--- src/rtl/windowed_rsi_indicator_core_defines.svh ---
// assertion macros shared by the rsi core modules
// expects signals clk and arst_n in the including module
`ifndef WINDOWED_RSI_INDICATOR_CORE_DEFINES_SVH
`define WINDOWED_RSI_INDICATOR_CORE_DEFINES_SVH

// property checked at every rising clock edge outside reset
`define RSI_ASSERT(lbl, prop, msg) \
	lbl: assert property (@(posedge clk) disable iff (!arst_n) (prop)) else $error(msg);

// condition in one cycle implies a consequence in the next
`define RSI_ASSERT_NXT(lbl, ante, cons, msg) \
	lbl: assert property (@(posedge clk) disable iff (!arst_n) (ante) |=> (cons)) else $error(msg);

`endif

--- src/rtl/rsi_pkg.sv ---
// shared types and constants of the windowed rsi core
// no dependencies
`default_nettype none

package rsi_pkg;

	localparam int CFG_W     = 7;
	localparam int CFG_RESET = 14;
	localparam int IN_W      = 32;
	localparam int RSI_W     = 23;

	// 100 and 50 in q7.16
	localparam logic [RSI_W-1:0] RSI_SCALE = 23'd6553600;
	localparam logic [RSI_W-1:0] RSI_HALF  = 23'd3276800;

	// what the front part decided about one item
	typedef struct packed {
		logic has_change;
		logic evict;
		logic neg;
		logic full;
	} cmd_ctl_t;

	typedef enum logic [2:0] {
		BK_IDLE,
		BK_READ,
		BK_ADD,
		BK_EVAL,
		BK_DIV,
		BK_HOLD
	} bk_state_t;

endpackage

`default_nettype wire

--- src/rtl/rsi_front.sv ---
// front part: window length register, price history count, change classification
// depends on rsi_pkg
`default_nettype none

module rsi_front
	import rsi_pkg::*;
#(
	parameter int MAX_WINDOW = 64,
	parameter int PRICE_BITS = 32,
	localparam int LEN_W = $clog2(MAX_WINDOW + 1),
	localparam int CNT_W = $clog2(MAX_WINDOW + 2),
	localparam int PTR_W = $clog2(MAX_WINDOW)
) (
	input  wire logic                  clk,
	input  wire logic                  arst_n,
	input  wire logic                  cfg_wr_en,
	input  wire logic [CFG_W-1:0]      cfg_wr_data,
	input  wire logic                  in_valid,
	output logic                       in_ready,
	input  wire logic [IN_W-1:0]       close_price,
	input  wire logic                  restart,
	input  wire logic                  fifo_full,
	output logic                       push,
	output cmd_ctl_t                   push_ctl,
	output logic [PTR_W-1:0]           push_ptr,
	output logic [PRICE_BITS-1:0]      push_mag
);

	logic [LEN_W-1:0]      len_q;
	logic [PRICE_BITS-1:0] prev_q;
	logic [PRICE_BITS-1:0] price;
	logic [CNT_W-1:0]      seen_q, seen, seen_nx, lim;
	logic [PTR_W-1:0]      ptr_q, ptr, ptr_nx;
	logic [LEN_W-1:0]      ptr_inc;

	function automatic logic [LEN_W-1:0] clamp_len(input logic [CFG_W-1:0] v);
		logic [LEN_W-1:0] r;
		if (v == '0) begin
			r = LEN_W'(1);
		end else if (int'(v) > MAX_WINDOW) begin
			r = LEN_W'(MAX_WINDOW);
		end else begin
			r = LEN_W'(v);
		end
		return r;
	endfunction

	assign in_ready = !fifo_full;
	assign push     = in_valid && !fifo_full;

	always_comb begin
		price   = PRICE_BITS'(close_price);
		seen    = restart ? '0 : seen_q;
		ptr     = restart ? '0 : ptr_q;
		lim     = CNT_W'(len_q) + CNT_W'(1);
		seen_nx = (seen < lim) ? seen + CNT_W'(1) : seen;
		ptr_inc = LEN_W'(ptr) + LEN_W'(1);

		push_ctl.has_change = (seen != '0);
		// the oldest change leaves once the ring already holds len of them
		push_ctl.evict      = (seen >= lim);
		push_ctl.neg        = (price < prev_q);
		push_ctl.full       = (seen_nx >= lim);
		push_mag            = push_ctl.neg ? prev_q - price : price - prev_q;
		push_ptr            = ptr;

		if (!push_ctl.has_change) begin
			ptr_nx = ptr;
		end else if (ptr_inc >= len_q) begin
			ptr_nx = '0;
		end else begin
			ptr_nx = PTR_W'(ptr_inc);
		end
	end

	always_ff @(posedge clk or negedge arst_n) begin
		if (!arst_n) begin
			len_q  <= clamp_len(CFG_W'(CFG_RESET));
			seen_q <= '0;
			ptr_q  <= '0;
		end else if (cfg_wr_en) begin
			// a new window length drops the history
			len_q  <= clamp_len(cfg_wr_data);
			seen_q <= '0;
			ptr_q  <= '0;
		end else if (push) begin
			seen_q <= seen_nx;
			ptr_q  <= ptr_nx;
		end
	end

	always_ff @(posedge clk) begin
		if (push) begin
			prev_q <= price;
		end
	end

endmodule

`default_nettype wire

--- src/rtl/rsi_fifo.sv ---
// short command queue between the front and back parts
// depends on the assertion macro header
`default_nettype none

`include "windowed_rsi_indicator_core_defines.svh"

module rsi_fifo #(
	parameter int W     = 8,
	parameter int DEPTH = 2,
	localparam int AW = $clog2(DEPTH),
	localparam int CW = $clog2(DEPTH + 1)
) (
	input  wire logic         clk,
	input  wire logic         arst_n,
	input  wire logic         push,
	input  wire logic [W-1:0] wr_data,
	input  wire logic         pop,
	output logic [W-1:0]      rd_data,
	output logic              empty,
	output logic              full
);

	logic [W-1:0]  mem_q [DEPTH];
	logic [AW-1:0] wr_ptr_q, rd_ptr_q;
	logic [CW-1:0] count_q;

	assign empty   = (count_q == '0);
	assign full    = (count_q == CW'(DEPTH));
	assign rd_data = mem_q[rd_ptr_q];

	function automatic logic [AW-1:0] wrap_inc(input logic [AW-1:0] p);
		logic [AW-1:0] r;
		if (p == AW'(DEPTH - 1)) begin
			r = '0;
		end else begin
			r = p + AW'(1);
		end
		return r;
	endfunction

	always_ff @(posedge clk or negedge arst_n) begin
		if (!arst_n) begin
			wr_ptr_q <= '0;
			rd_ptr_q <= '0;
			count_q  <= '0;
		end else begin
			if (push) begin
				wr_ptr_q <= wrap_inc(wr_ptr_q);
			end
			if (pop) begin
				rd_ptr_q <= wrap_inc(rd_ptr_q);
			end
			if (push && !pop) begin
				count_q <= count_q + CW'(1);
			end else if (pop && !push) begin
				count_q <= count_q - CW'(1);
			end
		end
	end

	always_ff @(posedge clk) begin
		if (push) begin
			mem_q[wr_ptr_q] <= wr_data;
		end
	end

	`RSI_ASSERT(a_no_pop_empty, pop |-> !empty, "queue popped while empty")
	`RSI_ASSERT(a_no_push_full, push |-> !full, "queue pushed while full")
	`RSI_ASSERT_NXT(a_push_fills, push && !pop, !empty, "queue lost a pushed command")

endmodule

`default_nettype wire

--- src/rtl/rsi_div.sv ---
// bit-serial scaled ratio unit: floor(gain * 6553600 / total), one quotient bit a cycle
// depends on rsi_pkg
`default_nettype none

module rsi_div
	import rsi_pkg::*;
#(
	parameter int SUM_W = 39,
	localparam int R_W = SUM_W + 3,
	localparam int N_W = $clog2(RSI_W)
) (
	input  wire logic             clk,
	input  wire logic             arst_n,
	input  wire logic             start,
	input  wire logic [SUM_W-1:0] gain,
	input  wire logic [SUM_W:0]   total,
	output logic                  done,
	output logic [RSI_W-1:0]      quot
);

	logic             busy_q, done_q;
	logic [N_W-1:0]   cnt_q;
	logic [SUM_W-1:0] g_q;
	logic [SUM_W:0]   t_q;
	logic [R_W-1:0]   r_q, s, t1, t2, r_nx;
	logic [RSI_W-1:0] q_q, q_nx;
	logic [1:0]       k;

	// remainder stays below total, so at most two subtractions per bit
	always_comb begin
		s  = {r_q[R_W-2:0], 1'b0} + (RSI_SCALE[cnt_q] ? R_W'(g_q) : '0);
		t1 = R_W'(t_q);
		t2 = R_W'({t_q, 1'b0});
		if (s >= t2) begin
			r_nx = s - t2;
			k    = 2'd2;
		end else if (s >= t1) begin
			r_nx = s - t1;
			k    = 2'd1;
		end else begin
			r_nx = s;
			k    = 2'd0;
		end
		q_nx = {q_q[RSI_W-2:0], 1'b0} + RSI_W'(k);
	end

	always_ff @(posedge clk or negedge arst_n) begin
		if (!arst_n) begin
			busy_q <= 1'b0;
			done_q <= 1'b0;
		end else begin
			done_q <= 1'b0;
			if (start) begin
				busy_q <= 1'b1;
			end else if (busy_q && cnt_q == '0) begin
				busy_q <= 1'b0;
				done_q <= 1'b1;
			end
		end
	end

	always_ff @(posedge clk) begin
		if (start) begin
			g_q   <= gain;
			t_q   <= total;
			r_q   <= '0;
			q_q   <= '0;
			cnt_q <= N_W'(RSI_W - 1);
		end else if (busy_q) begin
			r_q   <= r_nx;
			q_q   <= q_nx;
			cnt_q <= cnt_q - N_W'(1);
		end
	end

	assign done = done_q;
	assign quot = q_q;

endmodule

`default_nettype wire

--- src/rtl/rsi_back.sv ---
// back part: change ring, running gain and loss sums, rsi evaluation, output register
// depends on rsi_pkg, rsi_div and the assertion macro header
`default_nettype none

`include "windowed_rsi_indicator_core_defines.svh"

module rsi_back
	import rsi_pkg::*;
#(
	parameter int MAX_WINDOW = 64,
	parameter int PRICE_BITS = 32,
	localparam int PTR_W = $clog2(MAX_WINDOW),
	localparam int SUM_W = PRICE_BITS + $clog2(MAX_WINDOW + 1)
) (
	input  wire logic                  clk,
	input  wire logic                  arst_n,
	input  wire logic                  fifo_empty,
	output logic                       fifo_pop,
	input  wire cmd_ctl_t              cmd_ctl,
	input  wire logic [PTR_W-1:0]      cmd_ptr,
	input  wire logic [PRICE_BITS-1:0] cmd_mag,
	output logic                       out_valid,
	input  wire logic                  out_ready,
	output logic [RSI_W-1:0]           rsi_value,
	output logic                       window_full
);

	bk_state_t state_q, state_nx;

	cmd_ctl_t              ctl_q;
	logic [PTR_W-1:0]      ptr_q;
	logic [PRICE_BITS-1:0] mag_q;
	logic [PRICE_BITS:0]   ring [MAX_WINDOW];
	logic [PRICE_BITS:0]   old_q;
	logic [SUM_W-1:0]      gain_q, loss_q;
	logic [RSI_W-1:0]      res_q, div_q;
	logic                  need_div, div_start, div_done, out_free, out_load;
	logic                  out_valid_q, out_full_q;
	logic [RSI_W-1:0]      out_rsi_q;

	assign need_div = ctl_q.full && (gain_q != '0) && (loss_q != '0);
	assign out_free = !out_valid_q || out_ready;

	always_comb begin
		state_nx = state_q;
		unique case (state_q)
			BK_IDLE: begin
				if (!fifo_empty) begin
					state_nx = BK_READ;
				end
			end
			BK_READ: state_nx = BK_ADD;
			BK_ADD:  state_nx = BK_EVAL;
			BK_EVAL: state_nx = need_div ? BK_DIV : BK_HOLD;
			BK_DIV: begin
				if (div_done) begin
					state_nx = BK_HOLD;
				end
			end
			BK_HOLD: begin
				if (out_free) begin
					state_nx = BK_IDLE;
				end
			end
			default: state_nx = BK_IDLE;
		endcase
	end

	always_comb begin
		fifo_pop  = (state_q == BK_IDLE) && !fifo_empty;
		div_start = (state_q == BK_EVAL) && need_div;
		out_load  = (state_q == BK_HOLD) && out_free;
	end

	always_ff @(posedge clk or negedge arst_n) begin
		if (!arst_n) begin
			state_q     <= BK_IDLE;
			out_valid_q <= 1'b0;
		end else begin
			state_q <= state_nx;
			if (out_load) begin
				out_valid_q <= 1'b1;
			end else if (out_ready) begin
				out_valid_q <= 1'b0;
			end
		end
	end

	// ring entries carry the sign in the top bit
	always_ff @(posedge clk) begin
		if (fifo_pop) begin
			old_q <= ring[cmd_ptr];
		end
		if (state_q == BK_ADD && ctl_q.has_change) begin
			ring[ptr_q] <= {ctl_q.neg, mag_q};
		end
	end

	always_ff @(posedge clk) begin
		if (fifo_pop) begin
			ctl_q <= cmd_ctl;
			ptr_q <= cmd_ptr;
			mag_q <= cmd_mag;
		end

		// first item of a series starts from empty sums
		if (state_q == BK_READ) begin
			if (!ctl_q.has_change) begin
				gain_q <= '0;
				loss_q <= '0;
			end else if (ctl_q.evict) begin
				if (old_q[PRICE_BITS]) begin
					loss_q <= loss_q - SUM_W'(old_q[PRICE_BITS-1:0]);
				end else begin
					gain_q <= gain_q - SUM_W'(old_q[PRICE_BITS-1:0]);
				end
			end
		end

		if (state_q == BK_ADD && ctl_q.has_change) begin
			if (ctl_q.neg) begin
				loss_q <= loss_q + SUM_W'(mag_q);
			end else begin
				gain_q <= gain_q + SUM_W'(mag_q);
			end
		end

		if (state_q == BK_EVAL) begin
			if (!ctl_q.full) begin
				res_q <= RSI_HALF;
			end else if (gain_q == '0) begin
				res_q <= '0;
			end else begin
				res_q <= RSI_SCALE;
			end
		end else if (state_q == BK_DIV && div_done) begin
			res_q <= div_q;
		end

		if (out_load) begin
			out_rsi_q  <= res_q;
			out_full_q <= ctl_q.full;
		end
	end

	rsi_div #(
		.SUM_W(SUM_W)
	) u_div (
		.clk   (clk),
		.arst_n(arst_n),
		.start (div_start),
		.gain  (gain_q),
		.total ({1'b0, gain_q} + {1'b0, loss_q}),
		.done  (div_done),
		.quot  (div_q)
	);

	assign out_valid   = out_valid_q;
	assign rsi_value   = out_rsi_q;
	assign window_full = out_full_q;

	`RSI_ASSERT(a_rsi_range, out_valid_q |-> out_rsi_q <= RSI_SCALE, "rsi above 100")
	`RSI_ASSERT(a_default_half, out_valid_q && !out_full_q |-> out_rsi_q == RSI_HALF, "partial window not 50")
	`RSI_ASSERT(a_div_owned, div_done |-> state_q == BK_DIV, "divider finished outside divide state")
	`RSI_ASSERT_NXT(a_pop_reads, fifo_pop, state_q == BK_READ, "popped command not taken up")

endmodule

`default_nettype wire

--- src/rtl/windowed_rsi_indicator_core.sv ---
// windowed rsi core top level: front classifier, two-entry command queue, back evaluator
// an item passes the front into the queue; the back pops it, then reads, adds, evaluates, divides if needed, holds
// the back pops a new item only once its held result is loaded; the divide makes 23 quotient bits, one a cycle
// the front takes up to two more items while the back works or the result waits
// reset: arst_n clears control state, window length returns to 14, history is empty
`default_nettype none

module windowed_rsi_indicator_core
	import rsi_pkg::*;
#(
	parameter int MAX_WINDOW = 64,
	parameter int PRICE_BITS = 32
) (
	input  wire logic              clk,
	input  wire logic              arst_n,
	input  wire logic              cfg_wr_en,
	input  wire logic [CFG_W-1:0]  cfg_wr_data,    // window_length
	input  wire logic              s_axis_tvalid,
	output logic                   s_axis_tready,
	input  wire logic [IN_W-1:0]   s_axis_tdata,   // close_price
	input  wire logic [0:0]        s_axis_tuser,   // restart
	output logic                   m_axis_tvalid,
	input  wire logic              m_axis_tready,
	output logic [23:0]            m_axis_tdata,   // rsi_value, then one zero bit
	output logic [0:0]             m_axis_tuser    // window_full
);

	localparam int PTR_W = $clog2(MAX_WINDOW);
	localparam int CMD_W = $bits(cmd_ctl_t) + PTR_W + PRICE_BITS;

	cmd_ctl_t              push_ctl, pop_ctl;
	logic [PTR_W-1:0]      push_ptr, pop_ptr;
	logic [PRICE_BITS-1:0] push_mag, pop_mag;
	logic [CMD_W-1:0]      push_data, pop_data;
	logic                  push, pop, fifo_empty, fifo_full;
	logic [RSI_W-1:0]      rsi_value;
	logic                  window_full;

	rsi_front #(
		.MAX_WINDOW(MAX_WINDOW),
		.PRICE_BITS(PRICE_BITS)
	) u_front (
		.clk        (clk),
		.arst_n     (arst_n),
		.cfg_wr_en  (cfg_wr_en),
		.cfg_wr_data(cfg_wr_data),
		.in_valid   (s_axis_tvalid),
		.in_ready   (s_axis_tready),
		.close_price(s_axis_tdata),
		.restart    (s_axis_tuser[0]),
		.fifo_full  (fifo_full),
		.push       (push),
		.push_ctl   (push_ctl),
		.push_ptr   (push_ptr),
		.push_mag   (push_mag)
	);

	assign push_data = {push_ctl, push_ptr, push_mag};
	assign {pop_ctl, pop_ptr, pop_mag} = pop_data;

	rsi_fifo #(
		.W    (CMD_W),
		.DEPTH(2)
	) u_fifo (
		.clk    (clk),
		.arst_n (arst_n),
		.push   (push),
		.wr_data(push_data),
		.pop    (pop),
		.rd_data(pop_data),
		.empty  (fifo_empty),
		.full   (fifo_full)
	);

	rsi_back #(
		.MAX_WINDOW(MAX_WINDOW),
		.PRICE_BITS(PRICE_BITS)
	) u_back (
		.clk        (clk),
		.arst_n     (arst_n),
		.fifo_empty (fifo_empty),
		.fifo_pop   (pop),
		.cmd_ctl    (pop_ctl),
		.cmd_ptr    (pop_ptr),
		.cmd_mag    (pop_mag),
		.out_valid  (m_axis_tvalid),
		.out_ready  (m_axis_tready),
		.rsi_value  (rsi_value),
		.window_full(window_full)
	);

	assign m_axis_tdata = {1'b0, rsi_value};
	assign m_axis_tuser = window_full;

endmodule

`default_nettype wire

--- config.mk ---
export PLATFORM = sky130hd
export DESIGN_NAME = windowed_rsi_indicator_core
export DESIGN_NICKNAME = d
export VERILOG_FILES = /design/src/rtl/rsi_pkg.sv /design/src/rtl/rsi_front.sv /design/src/rtl/rsi_fifo.sv /design/src/rtl/rsi_div.sv /design/src/rtl/rsi_back.sv /design/src/rtl/windowed_rsi_indicator_core.sv
export VERILOG_INCLUDE_DIRS = /design/src /design/src/rtl
export SDC_FILE = /design/constraint.sdc
export NUM_CORES = 2
export LEC_CHECK = 0
export ABC_AREA = 0
export BUFFER_PORTS_ARGS = -buffer_cell sky130_fd_sc_hd__buf_2
export CORE_ASPECT_RATIO = 0.7
export CORE_MARGIN = 2
export CORE_UTILIZATION = 30
export DETAILED_ROUTE_END_ITERATION = 8
export GPL_ROUTABILITY_DRIVEN = 0
export GPL_TIMING_DRIVEN = 1
export SYNTH_ARGS = -nofsm -noshare
export SYNTH_HDL_FRONTEND = slang
export SYNTH_SLANG_ARGS = --single-unit
--- constraint.sdc ---
create_clock -name clk -period 10.5 [get_ports clk]
set_input_delay 0 -clock clk [delete_from_list [all_inputs] [get_ports clk]]
set_output_delay 0 -clock clk [all_outputs]
set_load 0.02 [all_outputs]
==> results_dict.tcl <==
set metrics [dict create \
    ys_seq_area_share_pct 63.4 \
    drtAntennaViolNets 0 \
    clkLatencyLatePin_ps 880 \
    period_share_pct 79.2 \
    rsz0062_at_grt "false" \
    grt_max_degree 151 \
    grt_pass1_vias 77900 \
    synthDistinctLibCells 107 \
    die_x_microns 763 \
    critical_path.slowest_cell "or4_1" \
    cts_tree "yes" \
    crit_path_max_fanout 23 \
    status "complete, but fails checks" \
    synth_nets 11000 \
    power-per-cell-area_mw_per_mm2 330 \
    switchingPower_mw 19.4 \
    endpoint_kind "register" \
    design_area_sq_mm 0.138 \
    synthArstFlopShare_pct 1.15 \
    highest_layer "met5" \
    maxCapViolations 1 \
    whs_ps 70.4 \
    drt-initial-drc-count 12100 \
    power.leakage_nw 49.3 \
    clock_power_share_pct 21.2 \
    place.detailed.hpwl_microns 214000 \
    violations "capacitance limit" \
    drcViolationCount 0 \
    place_inst 15600 \
    layout_common_cells "2,429 x edfxtp_1, 2,385 x nand2_1, 1,130 x nand3_1" \
    synth_area_sq_mm 0.121 \
    wl_per_cell_microns 22.9 \
    cp_data_arrival_time_ps 9060 \
    portBuffers 70 \
    clock_sinks 2607 \
    antenna_found_initial 26 \
    area_delta_synth_final_pct 13.9 \
    power.total_mw 45.4 \
    cts_made_buffers 268 \
    stdcell_count 16100 \
    cts.reportedPaths.clkPinSlew_ps 60 \
    io_pins 72 \
    dr_total_vias 85700 \
    setup_violations 0 \
    worstSetupStartpointType "register" \
    drt-vias-per-instance 5.31 \
    cpPeakStageDelay_ps 530 \
    nFillCells 39300 \
    cts_root_buf "clkbuf_16" \
    peakVddDrop_mv 0.276 \
    synth_seq_cells 2607 \
    start_util_pct 30.1 \
    rows 195 \
    grt.total_usage_pct 17.4 \
    hp-class "in -> reg" \
    yosys_warnings 0 \
    grt_pass1_wl_microns 539000 \
    drive_gt1_share_pct 8.21 \
    die-area_sq_mm 0.408 \
    wl_met1_microns 171000 \
    ctsResizeCount 0 \
    p_sw_share_pct 42.8 \
    wl_met3_microns 44800 \
    cts.path.max_buffers 4 \
    tightest_slew_ps 1480 \
    synth_edf_count 2429 \
    setup.worst_path.class "reg -> reg" \
    power.internal_mw 26.0 \
    slew_viol_final 0 \
    fin_worst_skew_ps 83.0 \
    htree_levels 5 \
    grt.overflow.total 0 \
    final_nets 11000 \
    dr.pass1.iters 6 \
    fin_tns_setup_ps 0 \
    ys.flop_type "edfxtp_1" \
    dpl-instance-area_sq_mm 0.128 \
    hold_viol_final 0 \
    die_h_microns 535 \
    synth_cells 10600 \
    layout_min_cycle_time_ps 8310 \
    fmax_mhz 120 \
    power_frac_seq_pct 31.2 \
    core_sq_mm 0.402 \
    dr_wl_met2_microns 147000 \
    syn_avg_cell_area_sq_um 11.5 \
    p_comb_share_pct 47.6 \
    relSlewSlack_pct 0.664 \
    final_common_cell "edfxtp_1" \
    routed_wl_microns 370000 \
    worstPathRequired_ps 11250 \
]
metrics by stage:
stage / worst slack [ps] / utilization [%]
3_3_place_gp: 2410 / 31.9
6_report: 2190 / 34.2
5_1_grt: 1680 / 34.2
4_1_cts: 2350 / 34.2
2_1_floorplan: 3600 / -
3_5_place_dp: 2420 / 31.9
state kept, by name, summed over array words and instances, names as in the netlist, 2 cells and up, named ones only:
register and flops:
u_front.ptr_q 6, u_back.u_div.r_q 41, u_back.u_div.g_q 39, u_back.state_q 3, u_back.ptr_q 6, u_back.u_div.t_q 40, u_fifo.mem_q 84, u_back.u_div.cnt_q 5
u_front.prev_q 32, u_back.old_q 33, u_back.ring 2112, u_back.rsi_value 23, u_fifo.count_q 2, u_back.loss_q 39, u_back.gain_q 39, u_front.seen_q 7
u_front.len_q 7, u_back.mag_q 32, u_back.res_q 23, u_back.u_div.quot 23, u_back.ctl_q 4
power by group through the flow:
stage	Sequential [mW]	Combinational [mW]	Clock, mW
2_1_floorplan	14.4	13.8	0
3_3_place_gp	14.4	20.9	0
3_5_place_dp	14.4	21.0	0
4_1_cts	14.1	21.1	9.75
5_1_grt	14.2	23.4	10.1
6_report	14.2	21.6	9.63
layer usage:
metal	vias up	track usage (%)
li1	39100	-
met1	41900	27.3
met2	4252	23.8
met3	427	4.44
met4	6	3.30
met5	-	0
timing repair:
action,CTS,global route
hold buffers,87,0
buffers inserted,0,0
hold endpoints to repair,138,0
layout make-up:
cell class	count	area, sq um	share of cell area, %
diodes	6	15.0	0.0109
clock buffers	318	7110	5.16
clock inverters	153	1540	1.12
inverters	265	1020	0.740
multi-input cells	7089	41700	30.2
flip-flops and latches	2607	76700	55.7
well taps	5319	6660	4.83
repair buffers	375	3070	2.23
Yosys cell counts, types with 25 or more instances:
| master | count | area [sq um] |
|---|---|---|
| and3_1 | 179 | 1120 |
| o211ai_1 | 29 | 218 |
| o21a_1 | 48 | 360 |
| o21bai_1 | 40 | 300 |
| a311oi_1 | 371 | 3250 |
| buf_1 | 45 | 169 |
| o22ai_1 | 29 | 181 |
| a31oi_1 | 83 | 519 |
| dfrtp_1 | 27 | 676 |
| a211oi_1 | 66 | 495 |
| nand4_1 | 37 | 231 |
| nor2b_1 | 56 | 350 |
| nor2_1 | 353 | 1330 |
| mux2_2 | 56 | 631 |
| clkbuf_1 | 532 | 2000 |
| or3_1 | 25 | 156 |
| a21o_1 | 178 | 1340 |
| inv_1 | 261 | 980 |
| dfxtp_1 | 148 | 2960 |
| nand2b_1 | 61 | 382 |
| nand3_1 | 1130 | 5660 |
| o31ai_1 | 25 | 188 |
| and2_1 | 85 | 532 |
| nand2_1 | 2385 | 8950 |
| xnor2_1 | 196 | 1720 |
| xor2_1 | 123 | 1080 |
| nor3_1 | 126 | 631 |
| edfxtp_1 | 2429 | 72900 |
| a21oi_1 | 459 | 2300 |
| ha_1 | 377 | 4720 |
| a221oi_1 | 52 | 455 |
| mux2i_1 | 31 | 310 |
| o21ai_0 | 210 | 1050 |
| nor4_1 | 32 | 200 |
worst max-delay path, delay by kind of cell, from the launching register on:
family	cells	cell delay (ps)
buffers and inverters	3	510
adder cells (fa/ha/maj)	4	1220
AND/OR/NAND/NOR	15	3390
flip-flops	1	370
AO/OA/AOI/OAI	9	2290
XOR/XNOR	2	380
final timing paths:
path / startpoint / cells past startpoint / endpoint / slack (ps)
setup / recovery: register / 33 / u_back.u_div.quot[22]$_SDFFE_PP0P_ / 2190
min in group asynchronous: arst_n / 3 / u_front.len_q[3]$_DFFE_PN1P_ / 380
setup reg to reg: register / 33 / u_back.u_div.quot[22]$_SDFFE_PP0P_ / 2190
max in group asynchronous: arst_n / 4 / u_front.seen_q[0]$_DFFE_PN0P_ / 9880
hold reg to reg: u_back.res_q[19]$_SDFFCE_PP0P_ / 0 / u_back.rsi_value[19]$_DFFE_PP_ / 420
hold / removal: s_axis_tdata[0] / 2 / u_front.prev_q[0]$_DFFE_PP_ / 70
cells by family (layout without fill, tap and decap cells):
| logic type | Yosys count | count (layout) | synth area share [%] |
|---|---|---|---|
| flops | 2607 | 2607 | 63.4 |
| fa+ha+maj | 387 | 387 | 4.07 |
| xor+xnor | 319 | 319 | 2.31 |
| other cells | 1 | 7 | 0.00310 |
| compound gates | 1764 | 1764 | 10.1 |
| buf+inv | 860 | 1111 | 2.72 |
| simple gates | 4529 | 4529 | 16.6 |
| mux | 89 | 89 | 0.809 |
Note: power is estimated with default switching activity, not from simulation.
